===== src/rtl/assert_macros.svh =====
// Assertion macros used by the date adder design file.
`ifndef ASSERT_MACROS_SVH
`define ASSERT_MACROS_SVH

// The consequent must hold in the same cycle as the antecedent.
`define CDOA_ASSERT_IMP(lbl, clk, rst_n, ante, cons) \
  lbl: assert property (@(posedge clk) disable iff (!(rst_n)) (ante) |-> (cons)) \
    else $error("date adder assertion failed");

// The consequent must hold in the cycle after the antecedent.
`define CDOA_ASSERT_NXT(lbl, clk, rst_n, ante, cons) \
  lbl: assert property (@(posedge clk) disable iff (!(rst_n)) (ante) |=> (cons)) \
    else $error("date adder assertion failed");

`endif


===== src/rtl/cdoa_pkg.sv =====
package cdoa_pkg;

  localparam int KindW   = 2;
  localparam int YearW   = 14;
  localparam int MonthW  = 4;
  localparam int DayW    = 5;
  localparam int OffW    = 21;
  localparam int StatusW = 2;

  // Internal years reach one past the largest configurable maximum year.
  localparam int IntYearW = 17;
  // Day serials from 1/1/1 for such years.
  localparam int DbyW = 26;
  localparam int SerW = DbyW + 1;
  // Month totals year * 12 + month plus offset, signed.
  localparam int AccW = 23;
  // Days within one year.
  localparam int RemW = 9;

  localparam int MaxYearDefault = 9999;

  // Reciprocal of 365.2425 scaled by 2^32, rounded up.
  localparam int unsigned EstRecip = 32'd11759222;
  localparam int EstShift = 32;

  typedef logic [IntYearW-1:0]     year_t;
  typedef logic [DbyW-1:0]         dby_t;
  typedef logic signed [SerW-1:0]  ser_t;
  typedef logic signed [AccW-1:0]  acc_t;

  typedef enum logic [KindW-1:0] {
    KindDays   = 2'd0,
    KindMonths = 2'd1,
    KindYears  = 2'd2
  } kind_e;

  typedef enum logic [StatusW-1:0] {
    StOk      = 2'd0,
    StLow     = 2'd1,
    StHigh    = 2'd2,
    StInvalid = 2'd3
  } status_e;

  // Quotient by 100 through a scaled reciprocal, exact for all internal years.
  function automatic year_t div100(year_t x);
    logic [IntYearW+18-1:0] p;
    p = (IntYearW+18)'(x) * (IntYearW+18)'(18'd167773);
    return year_t'(p >> 24);
  endfunction

  function automatic logic is_leap(year_t y);
    year_t q;
    logic  cent;
    q    = div100(y);
    cent = (y == year_t'(q * 7'd100));
    return (y != '0) && (y[1:0] == 2'b00) && (!cent || (q[1:0] == 2'b00));
  endfunction

  function automatic logic [DayW-1:0] month_days(logic [MonthW-1:0] m, logic lp);
    logic [DayW-1:0] r;
    unique case (m)
      4'd1, 4'd3, 4'd5, 4'd7, 4'd8, 4'd10, 4'd12: r = 5'd31;
      4'd4, 4'd6, 4'd9, 4'd11:                    r = 5'd30;
      4'd2:                                       r = lp ? 5'd29 : 5'd28;
      default:                                    r = 5'd0;
    endcase
    return r;
  endfunction

  // Days in the year before the first of month m.
  function automatic logic [RemW-1:0] days_before_month(logic [MonthW-1:0] m, logic lp);
    logic [RemW-1:0] r;
    unique case (m)
      4'd2:    r = 9'd31;
      4'd3:    r = 9'd59;
      4'd4:    r = 9'd90;
      4'd5:    r = 9'd120;
      4'd6:    r = 9'd151;
      4'd7:    r = 9'd181;
      4'd8:    r = 9'd212;
      4'd9:    r = 9'd243;
      4'd10:   r = 9'd273;
      4'd11:   r = 9'd304;
      4'd12:   r = 9'd334;
      default: r = 9'd0;
    endcase
    if (lp && (m > 4'd2)) begin
      r = r + 9'd1;
    end
    return r;
  endfunction

  // Days from 1/1/1 up to 1/1 of year y, for y of at least one.
  function automatic dby_t days_before_year(year_t y);
    year_t p;
    year_t q;
    p = y - year_t'(1);
    q = div100(p);
    return dby_t'(p) * dby_t'(365) + dby_t'(p >> 2) - dby_t'(q) + dby_t'(q >> 2);
  endfunction

endpackage


===== src/rtl/cdoa_if.sv =====
interface cdoa_req_if import cdoa_pkg::*; ();
  logic                     valid;
  logic                     ready;
  logic [KindW-1:0]         kind;
  logic [YearW-1:0]         start_year;
  logic [MonthW-1:0]        start_month;
  logic [DayW-1:0]          start_day;
  logic signed [OffW-1:0]   offset;

  modport source (output valid, kind, start_year, start_month, start_day, offset,
                  input ready);
  modport sink   (input valid, kind, start_year, start_month, start_day, offset,
                  output ready);
endinterface

interface cdoa_rsp_if import cdoa_pkg::*; ();
  logic                valid;
  logic                ready;
  logic [YearW-1:0]    new_year;
  logic [MonthW-1:0]   new_month;
  logic [DayW-1:0]     new_day;
  logic [StatusW-1:0]  status;

  modport source (output valid, new_year, new_month, new_day, status, input ready);
  modport sink   (input valid, new_year, new_month, new_day, status, output ready);
endinterface


===== src/rtl/calendar_date_offset_adder.sv =====
// Channel   Direction  Contents
// req_i     in         kind, start_year, start_month, start_day, offset
// rsp_o     out        new_year, new_month, new_day, status
//
// Each request passes five register stages, and one request can enter every cycle
// while the output register is free or being emptied.
// The stage count is set by the day path: serial forming, year estimate,
// year correction against three candidate year starts, then the month search.
// Reset (rst_ni low, asynchronous) clears only the stage valid bits.
// A stalled result freezes the whole pipe, so nothing is lost or repeated.
// Empty stages do not fill while the result waits; bubbles stay in place.

`include "assert_macros.svh"

module calendar_date_offset_adder import cdoa_pkg::*; #(
  parameter int unsigned MaxYear = MaxYearDefault
) (
  input  logic       clk_i,
  input  logic       rst_ni,
  cdoa_req_if.sink   req_i,
  cdoa_rsp_if.source rsp_o
);

  localparam year_t MaxYearC = year_t'(MaxYear);
  localparam acc_t  AccMax   = acc_t'(MaxYear);
  // Serial of 12/31 of the maximum year.
  localparam dby_t  TopSer   = dby_t'(365 * MaxYear + MaxYear / 4 - MaxYear / 100
                                      + MaxYear / 400 - 1);

  // The pipe advances whenever the output register is free or being emptied.
  logic en;
  assign en          = !rsp_o.valid || rsp_o.ready;
  assign req_i.ready = en;

  // Stage 1: captured request.
  logic                    v1_q;
  logic [KindW-1:0]        k1_q;
  logic [YearW-1:0]        y1_q;
  logic [MonthW-1:0]       m1_q;
  logic [DayW-1:0]         d1_q;
  logic signed [OffW-1:0]  off1_q;

  always_ff @(posedge clk_i or negedge rst_ni) begin
    if (!rst_ni) begin
      v1_q <= 1'b0;
    end else if (en) begin
      v1_q <= req_i.valid;
    end
  end

  always_ff @(posedge clk_i) begin
    if (en) begin
      k1_q   <= req_i.kind;
      y1_q   <= req_i.start_year;
      m1_q   <= req_i.start_month;
      d1_q   <= req_i.start_day;
      off1_q <= req_i.offset;
    end
  end

  // Validate the date and form the day serial plus offset, or the month or
  // year total plus offset.
  year_t           y1e;
  logic            lp1;
  logic [DayW-1:0] ml1;
  logic            bad1;
  ser_t            ser1_d;
  acc_t            acc1_d;

  always_comb begin
    y1e  = year_t'(y1_q);
    lp1  = is_leap(y1e);
    ml1  = month_days(m1_q, lp1);
    bad1 = (y1_q == '0) || (y1e > MaxYearC) || (m1_q == '0) || (m1_q > 4'd12)
           || (d1_q == '0) || (d1_q > ml1);
    ser1_d = ser_t'(days_before_year(y1e)) + ser_t'(days_before_month(m1_q, lp1))
             + ser_t'(d1_q) - ser_t'(1) + ser_t'(off1_q);
    if (k1_q == KindMonths) begin
      acc1_d = acc_t'({y1_q, 3'b000}) + acc_t'({y1_q, 2'b00}) + acc_t'(m1_q)
               - acc_t'(1) + acc_t'(off1_q);
    end else if (k1_q == KindYears) begin
      acc1_d = acc_t'(y1_q) + acc_t'(off1_q);
    end else begin
      // Day shifts take the year from the serial; the unused kind keeps it.
      acc1_d = acc_t'(y1_q);
    end
  end

  // Stage 2.
  logic              v2_q;
  logic [KindW-1:0]  k2_q;
  status_e           st2_q;
  ser_t              ser2_q;
  acc_t              acc2_q;
  logic [MonthW-1:0] m2_q;
  logic [DayW-1:0]   d2_q;

  always_ff @(posedge clk_i or negedge rst_ni) begin
    if (!rst_ni) begin
      v2_q <= 1'b0;
    end else if (en) begin
      v2_q <= v1_q;
    end
  end

  always_ff @(posedge clk_i) begin
    if (en) begin
      k2_q   <= k1_q;
      st2_q  <= bad1 ? StInvalid : StOk;
      ser2_q <= ser1_d;
      acc2_q <= acc1_d;
      m2_q   <= m1_q;
      d2_q   <= d1_q;
    end
  end

  // Range checks, a year estimate from the serial and the month quotient.
  logic [DbyW+32-1:0]  est_prod;
  year_t               est2;
  logic [39:0]         q_prod;
  year_t               q2;
  status_e             st2_d;

  always_comb begin
    est_prod = (DbyW+32)'(ser2_q[DbyW-1:0]) * (DbyW+32)'(EstRecip);
    est2     = year_t'(est_prod >> EstShift) + year_t'(1);
    // Quotient by 12 as a quarter followed by a third.
    q_prod   = 40'(acc2_q[20:2]) * 40'(20'hAAAAB);
    q2       = year_t'(q_prod >> 21);
    st2_d    = st2_q;
    if (st2_q != StInvalid) begin
      unique case (k2_q)
        KindDays: begin
          if (ser2_q < 0) begin
            st2_d = StLow;
          end else if (ser2_q > ser_t'(TopSer)) begin
            st2_d = StHigh;
          end
        end
        KindMonths: begin
          if (acc2_q < acc_t'(12)) begin
            st2_d = StLow;
          end else if (q2 > MaxYearC) begin
            st2_d = StHigh;
          end
        end
        KindYears: begin
          if (acc2_q < acc_t'(1)) begin
            st2_d = StLow;
          end else if (acc2_q > AccMax) begin
            st2_d = StHigh;
          end
        end
        default: st2_d = st2_q;
      endcase
    end
  end

  // Stage 3.
  logic              v3_q;
  logic [KindW-1:0]  k3_q;
  status_e           st3_q;
  dby_t              ser3_q;
  year_t             est3_q;
  acc_t              acc3_q;
  year_t             q3_q;
  logic [MonthW-1:0] m3_q;
  logic [DayW-1:0]   d3_q;

  always_ff @(posedge clk_i or negedge rst_ni) begin
    if (!rst_ni) begin
      v3_q <= 1'b0;
    end else if (en) begin
      v3_q <= v2_q;
    end
  end

  always_ff @(posedge clk_i) begin
    if (en) begin
      k3_q   <= k2_q;
      st3_q  <= st2_d;
      ser3_q <= ser2_q[DbyW-1:0];
      est3_q <= est2;
      acc3_q <= acc2_q;
      q3_q   <= q2;
      m3_q   <= m2_q;
      d3_q   <= d2_q;
    end
  end

  // The estimate is within one year of the truth, so the year is settled by
  // comparing against the starts of three neighboring years. Month and year
  // shifts get their month and clamp the day here.
  year_t             cand;
  dby_t              b0;
  dby_t              b1;
  dby_t              b2;
  dby_t              base;
  dby_t              rem_full;
  year_t             ny3;
  logic [MonthW-1:0] nm3;
  logic [DayW-1:0]   ml3;
  logic [DayW-1:0]   nd3;
  year_t             y3_d;
  logic [RemW-1:0]   r3_d;
  acc_t              nm_full;

  always_comb begin
    cand = (est3_q <= year_t'(1)) ? year_t'(1) : est3_q - year_t'(1);
    b0   = days_before_year(cand);
    b1   = days_before_year(cand + year_t'(1));
    b2   = days_before_year(cand + year_t'(2));
    if (ser3_q >= b2) begin
      y3_d = cand + year_t'(2);
      base = b2;
    end else if (ser3_q >= b1) begin
      y3_d = cand + year_t'(1);
      base = b1;
    end else begin
      y3_d = cand;
      base = b0;
    end
    rem_full = ser3_q - base;
    r3_d     = rem_full[RemW-1:0];

    nm_full = acc3_q - acc_t'({q3_q, 3'b000}) - acc_t'({q3_q, 2'b00}) + acc_t'(1);
    if (k3_q == KindMonths) begin
      ny3 = q3_q;
      nm3 = nm_full[MonthW-1:0];
    end else if (k3_q == KindYears) begin
      ny3 = acc3_q[IntYearW-1:0];
      nm3 = m3_q;
    end else begin
      ny3 = year_t'(acc3_q[YearW-1:0]);
      nm3 = m3_q;
    end
    ml3 = month_days(nm3, is_leap(ny3));
    nd3 = (d3_q > ml3) ? ml3 : d3_q;
    if (k3_q != KindDays) begin
      y3_d = ny3;
    end
  end

  // Stage 4.
  logic              v4_q;
  logic [KindW-1:0]  k4_q;
  status_e           st4_q;
  year_t             y4_q;
  logic [RemW-1:0]   r4_q;
  logic [MonthW-1:0] m4_q;
  logic [DayW-1:0]   d4_q;

  always_ff @(posedge clk_i or negedge rst_ni) begin
    if (!rst_ni) begin
      v4_q <= 1'b0;
    end else if (en) begin
      v4_q <= v3_q;
    end
  end

  always_ff @(posedge clk_i) begin
    if (en) begin
      k4_q  <= k3_q;
      st4_q <= st3_q;
      y4_q  <= y3_d;
      r4_q  <= r3_d;
      m4_q  <= nm3;
      d4_q  <= nd3;
    end
  end

  // Month search within the year for day shifts, then the special results.
  logic              lp4;
  logic [MonthW-1:0] mm4;
  logic [RemW-1:0]   dd_full;
  logic [YearW-1:0]  yo_d;
  logic [MonthW-1:0] mo_d;
  logic [DayW-1:0]   do_d;

  always_comb begin
    lp4 = is_leap(y4_q);
    mm4 = 4'd1;
    for (int i = 2; i <= 12; i++) begin
      if (r4_q >= days_before_month(MonthW'(i), lp4)) begin
        mm4 = MonthW'(i);
      end
    end
    dd_full = r4_q - days_before_month(mm4, lp4) + RemW'(1);

    if (k4_q == KindDays) begin
      yo_d = y4_q[YearW-1:0];
      mo_d = mm4;
      do_d = dd_full[DayW-1:0];
    end else begin
      yo_d = y4_q[YearW-1:0];
      mo_d = m4_q;
      do_d = d4_q;
    end

    unique case (st4_q)
      StInvalid: begin
        yo_d = '0;
        mo_d = '0;
        do_d = '0;
      end
      StLow: begin
        yo_d = YearW'(1);
        mo_d = MonthW'(1);
        do_d = DayW'(1);
      end
      StHigh: begin
        yo_d = MaxYearC[YearW-1:0];
        mo_d = MonthW'(12);
        do_d = DayW'(31);
      end
      default: ;
    endcase
  end

  // Output register.
  logic               vo_q;
  logic [YearW-1:0]   yo_q;
  logic [MonthW-1:0]  mo_q;
  logic [DayW-1:0]    do_q;
  status_e            so_q;

  always_ff @(posedge clk_i or negedge rst_ni) begin
    if (!rst_ni) begin
      vo_q <= 1'b0;
    end else if (en) begin
      vo_q <= v4_q;
    end
  end

  always_ff @(posedge clk_i) begin
    if (en) begin
      yo_q <= yo_d;
      mo_q <= mo_d;
      do_q <= do_d;
      so_q <= st4_q;
    end
  end

  assign rsp_o.valid     = vo_q;
  assign rsp_o.new_year  = yo_q;
  assign rsp_o.new_month = mo_q;
  assign rsp_o.new_day   = do_q;
  assign rsp_o.status    = so_q;

  logic [4:0] vld_all;
  assign vld_all = {v1_q, v2_q, v3_q, v4_q, vo_q};

  // A frozen pipe keeps every stage's occupancy.
  `CDOA_ASSERT_NXT(a_stall_holds, clk_i, rst_ni, !en, $stable(vld_all))
  // An invalid start date gives an all-zero date.
  `CDOA_ASSERT_IMP(a_invalid_zero, clk_i, rst_ni, vo_q && (so_q == StInvalid), (yo_q == '0) && (mo_q == '0) && (do_q == '0))
  // Every other result is a real calendar position.
  `CDOA_ASSERT_IMP(a_date_range, clk_i, rst_ni, vo_q && (so_q != StInvalid), (mo_q >= 4'd1) && (mo_q <= 4'd12) && (do_q >= 5'd1))

endmodule

===== src/flat_wrapper.sv =====
// flat-port wrapper written by rule: the top's interface ports become plain ports
module calendar_date_offset_adder_flat import cdoa_pkg::*;
#(
  parameter int unsigned MaxYear = MaxYearDefault
)
  (clk_i, rst_ni, req_i_valid, req_i_kind, req_i_start_year, req_i_start_month, req_i_start_day, req_i_offset, req_i_ready, rsp_o_valid, rsp_o_new_year, rsp_o_new_month, rsp_o_new_day, rsp_o_status, rsp_o_ready);
  cdoa_req_if req_i_i ();
  cdoa_rsp_if rsp_o_i ();
  input  logic clk_i;
  input  logic rst_ni;
  input wire logic [$bits(req_i_i.valid)-1:0] req_i_valid;
  input wire logic [$bits(req_i_i.kind)-1:0] req_i_kind;
  input wire logic [$bits(req_i_i.start_year)-1:0] req_i_start_year;
  input wire logic [$bits(req_i_i.start_month)-1:0] req_i_start_month;
  input wire logic [$bits(req_i_i.start_day)-1:0] req_i_start_day;
  input wire logic [$bits(req_i_i.offset)-1:0] req_i_offset;
  output wire logic [$bits(req_i_i.ready)-1:0] req_i_ready;
  output wire logic [$bits(rsp_o_i.valid)-1:0] rsp_o_valid;
  output wire logic [$bits(rsp_o_i.new_year)-1:0] rsp_o_new_year;
  output wire logic [$bits(rsp_o_i.new_month)-1:0] rsp_o_new_month;
  output wire logic [$bits(rsp_o_i.new_day)-1:0] rsp_o_new_day;
  output wire logic [$bits(rsp_o_i.status)-1:0] rsp_o_status;
  input wire logic [$bits(rsp_o_i.ready)-1:0] rsp_o_ready;
  assign req_i_i.valid = req_i_valid;
  assign req_i_i.kind = req_i_kind;
  assign req_i_i.start_year = req_i_start_year;
  assign req_i_i.start_month = req_i_start_month;
  assign req_i_i.start_day = req_i_start_day;
  assign req_i_i.offset = req_i_offset;
  assign req_i_ready = req_i_i.ready;
  assign rsp_o_valid = rsp_o_i.valid;
  assign rsp_o_new_year = rsp_o_i.new_year;
  assign rsp_o_new_month = rsp_o_i.new_month;
  assign rsp_o_new_day = rsp_o_i.new_day;
  assign rsp_o_status = rsp_o_i.status;
  assign rsp_o_i.ready = rsp_o_ready;
  calendar_date_offset_adder #(.MaxYear(MaxYear)) u_core (.clk_i(clk_i), .rst_ni(rst_ni), .req_i(req_i_i), .rsp_o(rsp_o_i));
endmodule

===== config.mk =====
export PLATFORM = sky130hd
export DESIGN_NAME = calendar_date_offset_adder_flat
export DESIGN_NICKNAME = d
export VERILOG_FILES = /design/src/rtl/cdoa_pkg.sv /design/src/rtl/cdoa_if.sv /design/src/rtl/calendar_date_offset_adder.sv /design/src/flat_wrapper.sv
export VERILOG_INCLUDE_DIRS = /design/src /design/src/rtl
export SDC_FILE = /design/constraint.sdc
export NUM_CORES = 2
export LEC_CHECK = 0
export BUFFER_PORTS_ARGS = -buffer_cell sky130_fd_sc_hd__clkbuf_2
export CAP_MARGIN = 20
export CORE_ASPECT_RATIO = 0.9
export CORE_UTILIZATION = 25
export DETAILED_ROUTE_END_ITERATION = 8
export PLACE_DENSITY = 0.39
export SLEW_MARGIN = 20
export SYNTH_ARGS = -nofsm -noshare
export SYNTH_HDL_FRONTEND = slang
export SYNTH_SLANG_ARGS = --single-unit

===== constraint.sdc =====
create_clock -name clk_i -period 51 [get_ports clk_i]
set_input_delay 7.65 -clock clk_i [delete_from_list [all_inputs] [get_ports clk_i]]
set_output_delay 7.65 -clock clk_i [all_outputs]
set_load 0.05 [all_outputs]

# ---- Word level (Yosys, flattened, before mapping)
# Memories as Yosys holds them, arrays and structs flattened. A register that Yosys moved wholly into a read port is not among the register bits.
# Cells that the tools add are included.
dict set report totals {
  rom_bits 288
  output_inout_bits 27
  mem_count 2
  in_bits 50
  regBits 268
  wordCells 246
}
dict set report op_classes {
  order_cmp 26
  reduce_logical 40
  add_sub_neg 37
  eq_ne 37
  n_mul 16
  mux 54
}
# name words word_bits rd rd_ports_with_merged_regs wr line
set memory_table {}
lappend memory_table {{(name not given)} 16 9 1 0 0 cdoa_pkg.sv:73} ;# unique case (m)
lappend memory_table {{(name not given)} 16 9 1 1 0 cdoa_pkg.sv:73}
# cell count
set op_table {}
lappend op_table {{multiplier 17 x 18 -> 35 bit, second input constant} 6}
lappend op_table {{2-to-1 mux 17 bit} 6}
lappend op_table {{adder 26 x 15 -> 26 bit} 3}
lappend op_table {{adder 26 x 9 -> 26 bit} 3}
lappend op_table {{multiplier 17 x 9 -> 26 bit, second input constant} 3}
lappend op_table {{subtractor 26 x 11 -> 26 bit} 3}
lappend op_table {{subtractor 17 x 1 -> 17 bit, second input constant} 4}
lappend op_table {{multiplier 58 x 23 -> 48 bit, second input constant} 1}
lappend op_table {{greater-or-equal comparator 26 bit} 2}
lappend op_table {{2-to-1 mux 23 bit} 2}
lappend op_table {{one-hot mux 5 bit (3 select lines)} 3}
lappend op_table {{one-hot mux 14 bit (3 select lines)} 1}
lappend op_table {{equality test 4 bit, second input constant} 10}
lappend op_table {{multiplier 19 x 21 -> 38 bit, second input constant} 1}
lappend op_table {{greater-or-equal comparator 9 x 8 -> 1 bit} 4}
lappend op_table {{2-to-1 mux 4 bit} 9}
lappend op_table {{adder 17 x 1 -> 17 bit, second input constant} 2}
lappend op_table {{equality test 17 bit} 2}
lappend op_table {{nonzero test 17 bit} 2}
lappend op_table {{equality test 4 x 3 -> 1 bit, second input constant} 8}
lappend op_table {{multiplier 14 x 18 -> 32 bit, second input constant} 1}
lappend op_table {{multiplier 11 x 5 -> 15 bit, second input constant} 2}
lappend op_table {{adder 26 x 9 -> 27 bit} 1}
lappend op_table {{adder 27 x 21 -> 27 bit} 1}
lappend op_table {{57 further kinds} 130}

# ---- Logic depth before layout (Yosys ltp)
dict set report depth {
  ltp_word 25
  depth_mapped 86
  depth_no_buf 82
}

# ---- Worst setup path before layout
# OpenSTA, ideal clock, no wires.
dict set report synth_path {
  path_kind {input to output}
  from {input port rsp_o_ready}
  to {output port req_i_ready}
  n_path_buf 2
  t_required_ps 43350
  stages 3
  t_arrival_ps 15622
  setup_slack_ps 27728
  cell_sequence {nand2b_1 clkbuf_1 clkbuf_1}
}
dict set report synth_between {
  elab_chain_len 1
}
# element line
set synth_lines {}
lappend synth_lines {{from (decl)} flat_wrapper.sv:23} ;# input wire logic [$bits(rsp_o_i.ready)-1:0] rsp_o_ready;
lappend synth_lines {{logical OR 1 bit} calendar_date_offset_adder.sv:32} ;# assign en = !rsp_o.valid || rsp_o.ready;
lappend synth_lines {{to (decl)} flat_wrapper.sv:17} ;# output wire logic [$bits(req_i_i.ready)-1:0] req_i_ready;
# No other way between the ends.

# ---- Worst setup path in the final report
dict set report layout_path {
  from {register u_core.est3_q[0]}
  to {register u_core.r4_q[8] (data pin)}
}
dict set report layout_between {
  elab_chain_len 12
  word_cells_on_any_way 28
  cone_classes {16 x add/sub; 6 x mul; 3 x order compare; 3 x mux}
}
# element line
set layout_lines {}
lappend layout_lines {{from (decl)} calendar_date_offset_adder.sv:164} ;# year_t est3_q;
lappend layout_lines {{from (signal assigned)} calendar_date_offset_adder.sv:183} ;# est3_q <= est2;
lappend layout_lines {{subtractor 17 x 1 -> 17 bit or less-or-equal comparator 17 x 1 -> 1 bit (tied branches)} calendar_date_offset_adder.sv:209} ;# cand = (est3_q <= year_t'(1)) ? year_t'(1) : est3_q - year_t'(1);
lappend layout_lines {{2-to-1 mux 17 bit *} calendar_date_offset_adder.sv:209}
lappend layout_lines {{adder 17 x 1 -> 17 bit} calendar_date_offset_adder.sv:211} ;# b1 = days_before_year(cand + year_t'(1));
lappend layout_lines {{subtractor 17 x 1 -> 17 bit} cdoa_pkg.sv:97} ;# p = y - year_t'(1);
lappend layout_lines {{multiplier 17 x 9 -> 26 bit} cdoa_pkg.sv:99} ;# return dby_t'(p) * dby_t'(365) + dby_t'(p >> 2) - dby_t'(q) + dby_t'(q >> 2);
lappend layout_lines {{adder 26 x 15 -> 26 bit} cdoa_pkg.sv:99}
lappend layout_lines {{subtractor 26 x 11 -> 26 bit} cdoa_pkg.sv:99}
lappend layout_lines {{adder 26 x 9 -> 26 bit} cdoa_pkg.sv:99}
lappend layout_lines {{greater-or-equal comparator 26 bit} calendar_date_offset_adder.sv:216} ;# end else if (ser3_q >= b1) begin
lappend layout_lines {{2-to-1 mux 9 bit} calendar_date_offset_adder.sv:216}
lappend layout_lines {{2-to-1 mux 9 bit *} calendar_date_offset_adder.sv:213} ;# if (ser3_q >= b2) begin
lappend layout_lines {{subtractor 9 bit *} calendar_date_offset_adder.sv:223} ;# rem_full = ser3_q - base;
lappend layout_lines {{net u_core.rem_full[8]} calendar_date_offset_adder.sv:199} ;# dby_t rem_full;
lappend layout_lines {{to (signal assigned)} calendar_date_offset_adder.sv:266} ;# r4_q <= r3_d;
lappend layout_lines {{to (decl)} calendar_date_offset_adder.sv:249} ;# logic [RemW-1:0] r4_q;
# Mark *: on every way through the listed nets, which the timed path passes. The rest lies on a longest branch.
# A chain may end at the register's enable or synchronous reset.

==> summary.log <==
[synth] synthesized-area fraction occupied by ao, oa, aoi and oai cells 7.61%
[worst_setup_path] critical path type reg -> reg
[worst_setup_path] Worst Path Arrival 22.00 ns
[sta] ratio of final minimum period to clock period 42.4%
[sta] actual transition at the worst max-transition pin 1.19 ns
[routing] final routed wire length divided by cell count 19.3 µm
[synth] commonest register cell after synthesis sky130_fd_sc_hd__edfxtp_1
[global_route] global-route wire length before repair 423 mm
[global_route] grt ovf 0
[synth] fraction of synthesis flops using an asynchronous set or reset pin 1.81%
[placed_design] port buffer count 76
[cts] clock tree sinks 276
[synth] number of register bits inferred by synthesis 276
[floorplan] Total Die Area 368000 µm²
[cts] Num CTS Buffers 37
[global_route] largest net degree at the start of global routing 59
[sta] final hold violations 0
[outcome] result of the run finished clean
[cts] htree depth 2
[routing] number of search-and-repair iterations in the first detailed-routing pass 5
[cells_and_area] register area 8170 µm²
[sta] Max transition margin 20.4%
[routing] final routed DRC violation total 0
[cells_and_area] area taken by multi-input logic gates 72900 µm²
[placed_design] global placement routability congestion 0.873
[run] MaxCap Viol Count 0
[routing] vias after detailed routing 62000
[floorplan] die span in x 639 µm
[synth] cell count after synthesis 9274
[synth] Cell variety after synth 101
[synth] count of synthesis-stage warnings from yosys 0
[sta] number of pins with negative max-slew slack in the final report 0
[min_path] path class of the lowest-slack min-delay path reg -> reg
[cts] CTS tree built
[synth] fraction of the yosys area taken by sequential cells 8.94%
[cells_and_area] fraction of final layout cells sized beyond drive strength 1 4.00%
[synth] post-synthesis share of cell area spent on full adders, half adders and majority gates 60.6%
[routing] overall routed net length 277 mm
[cts] number of buffers between clock root and the deepest sink 3
[synth] portion of netlist area occupied by mux cells 0.597%
[worst_setup_path] worst endpoint required time 51.36 ns
[routing] DR vias/cell 4.32
[routing] residual antenna-violating net count after detailed routing 0
[worst_setup_path] crit-path max FO 28
[worst_setup_path] Critical-path top delay cell sky130_fd_sc_hd__xnor2_2
[synth] number of flops mapped to enable cells by yosys 262
[cts] clock latency on the worst-skew pair 0.65 ns
[cells_and_area] Layout Utilization 27.5%
[sta] setup repair after global routing missed its margin false
[synth] mapped cell area 91400 µm²
[floorplan] Top Ports 77
[cells_and_area] Layout fillers 38700
[worst_setup_path] cell with the most instances on the worst path sky130_fd_sc_hd__fa_1
[global_route] initial antenna violation count 29
[sta] final setup violating endpoints 0
[sta] skew final 0.0419 ns
[floorplan] Initial Util 25.1%
[worst_setup_path] critical path capture point type flip-flop
[floorplan] DIE HEIGHT 576 µm
[global_route] global routing usage summed across all routing layers 15.2%
[global_route] vias in the first global route 68300
[placed_design] detailed placement HPWL 243 mm
[floorplan] Placeable Area 364000 µm²
[sta] Setup TNS Final 0 ns
[synth] Post-Synthesis Mean Instance Area 9.85 µm²
[synth] simple-gate area share of the yosys netlist 5.90%
[cts] clock-pin slew reported for the worst setup and hold paths after clock tree synthesis 0.06 ns
[cts] cts repair resizes 0
[sta] maximum clock frequency 46.2 MHz
[cts] clock root buffer sky130_fd_sc_hd__clkbuf_16
[synth] main combinational cell family by area after synthesis adder cells
[cts] number of hold buffers added after cts 0
[worst_setup_path] Worst setup SP type flip-flop
[routing] violation count after the first detailed-route iteration 3201
[worst_setup_path] highest cell delay on the worst timing path 0.78 ns
[cts] post-CTS setup repair buffer count 0
[synth] syn nets 12800
[sta] final critical delay including setup and external delays 21.63 ns
[cells_and_area] Total Nets Final 13000
[floorplan] Row Count 210
[synth] Post-Synth XOR/XNOR Area 4.97%
[cells_and_area] growth of design area from synthesis to finish 9.26%
-- per-stage QoR --
step                cells  hold WS, ns  cell area [µm²]  setup slack [ns]
detailed placement  14300        0.408            98600             29.48
global route        14300        0.426            99900             28.20
CTS                 14300        0.424            99800             29.41
floorplan            9274        0.400            91400             27.73
finish              14400        0.421            99900             29.37
global placement    14300        0.404            98600             29.61
-- synth_stat cells (54+ instances only) --
library cell	number	area (µm²)
sky130_fd_sc_hd__a21o_1	159	1190
sky130_fd_sc_hd__a21oi_1	311	1560
sky130_fd_sc_hd__clkbuf_1	58	218
sky130_fd_sc_hd__edfxtp_1	262	7870
sky130_fd_sc_hd__fa_1	1502	30100
sky130_fd_sc_hd__ha_1	2021	25300
sky130_fd_sc_hd__inv_1	2700	10100
sky130_fd_sc_hd__nand2_1	233	875
sky130_fd_sc_hd__nand2b_1	54	338
sky130_fd_sc_hd__nand3_1	99	495
sky130_fd_sc_hd__nand4_1	63	394
sky130_fd_sc_hd__nor2_1	287	1080
sky130_fd_sc_hd__nor3_1	73	365
sky130_fd_sc_hd__o21ai_0	194	971
sky130_fd_sc_hd__xnor2_1	338	2960
sky130_fd_sc_hd__xor2_1	169	1480
-- registers in the layout, summed over array words and instances, names as in the netlist, 9 cells and up, named ones only --
signal / cells
u_core.est3_q: 17
u_core.off1_q: 21
u_core.acc2_q: 23
u_core.r4_q: 9
u_core.q3_q: 17
u_core.rsp_o.new_year: 14
u_core.acc3_q: 17
u_core.ser2_q: 27
u_core.ser3_q: 26
u_core.y4_q: 17
u_core.y1_q: 14
-- routing by layer --
layer / global-route usage [%] / up-vias / wire length, µm
li1: - / 29700 / -
met1: 21.6 / 31200 / 135000
met4: 3.14 / 10 / 6210
met2: 24.6 / 960 / 124000
met5: 0 / - / 68
met3: 2.05 / 193 / 11100
-- cell type report --
type	count	share of cell area, %
diodes	5	0.0125
well taps	4876	6.11
flip-flops and latches	276	8.18
multi-input cells	6224	73.0
clock inverters	25	0.276
clock buffers	42	0.967
inverters	2701	10.2
repair buffers	202	1.32
-- critical path: cells and delay by family, from the launching register on --
| family | cells | cell delay [ns] |
|---|---|---|
| adder cells (fa/ha/maj) | 18 | 7.87 |
| buffers and inverters | 10 | 1.02 |
| XOR/XNOR | 5 | 1.25 |
| flip-flops | 1 | 0.67 |
| multiplexers | 1 | 0.15 |
| AND/OR/NAND/NOR | 18 | 4.24 |
| AO/OA/AOI/OAI | 25 | 6.15 |
-- placed cells by master (no fill, tap or decap), types with 20 or more instances in the layout --
cell type                   instances
sky130_fd_sc_hd__a21o_1           159
sky130_fd_sc_hd__a21oi_1          310
sky130_fd_sc_hd__nand3_1           99
sky130_fd_sc_hd__ha_1            2021
sky130_fd_sc_hd__edfxtp_1         262
sky130_fd_sc_hd__nor2b_1           49
sky130_fd_sc_hd__nand2b_1          53
sky130_fd_sc_hd__inv_1           2700
sky130_fd_sc_hd__o21ai_0          191
sky130_fd_sc_hd__xor2_1           169
sky130_fd_sc_hd__mux2i_1           39
sky130_fd_sc_hd__a211oi_1          34
sky130_fd_sc_hd__or3_1             27
sky130_fd_sc_hd__a31oi_1           33
sky130_fd_sc_hd__and2_1            21
sky130_fd_sc_hd__o22ai_1           23
sky130_fd_sc_hd__nor3_1            73
sky130_fd_sc_hd__nand4_1           63
sky130_fd_sc_hd__nor2_1           284
sky130_fd_sc_hd__o211ai_1          33
sky130_fd_sc_hd__clkbuf_16         38
sky130_fd_sc_hd__fa_1            1502
sky130_fd_sc_hd__or2_2             36
sky130_fd_sc_hd__clkbuf_2          76
sky130_fd_sc_hd__o21a_1            53
sky130_fd_sc_hd__buf_4            125
sky130_fd_sc_hd__and3_1            32
sky130_fd_sc_hd__o21bai_1          41
sky130_fd_sc_hd__nor4_1            20
sky130_fd_sc_hd__xnor2_1          331
sky130_fd_sc_hd__nand2_1          233
-- cells by family after synthesis --
family	count (synthesis)
buf+inv	2774
xor+xnor	513
mux	53
compound gates	1065
simple gates	1070
fa+ha+maj	3523
flops	276
-- path summary, 6_finish.rpt --
kind                       cells past startpoint                   endpoint  slack (ns)                  startpoint
max                                           77   u_core.r4_q[8]$_DFFE_PN_       29.37  u_core.est3_q[0]$_DFFE_PN_
min                                            0  u_core.st4_q[1]$_DFFE_PN_        0.42   u_core.st3_q[1]$_DFFE_PN_
max reg2reg                                   77   u_core.r4_q[8]$_DFFE_PN_       29.37  u_core.est3_q[0]$_DFFE_PN_
min reg2reg                                    0  u_core.st4_q[1]$_DFFE_PN_        0.42   u_core.st3_q[1]$_DFFE_PN_
max in group asynchronous                      1    u_core.v2_q$_DFFE_PN0N_       44.04                      rst_ni
min in group asynchronous                      1    u_core.v1_q$_DFFE_PN0N_        6.83                      rst_ni
Power is left out: the tool's default activity adds up to more than one toggle a clock period on the data nets, which glitch-free logic cannot reach.
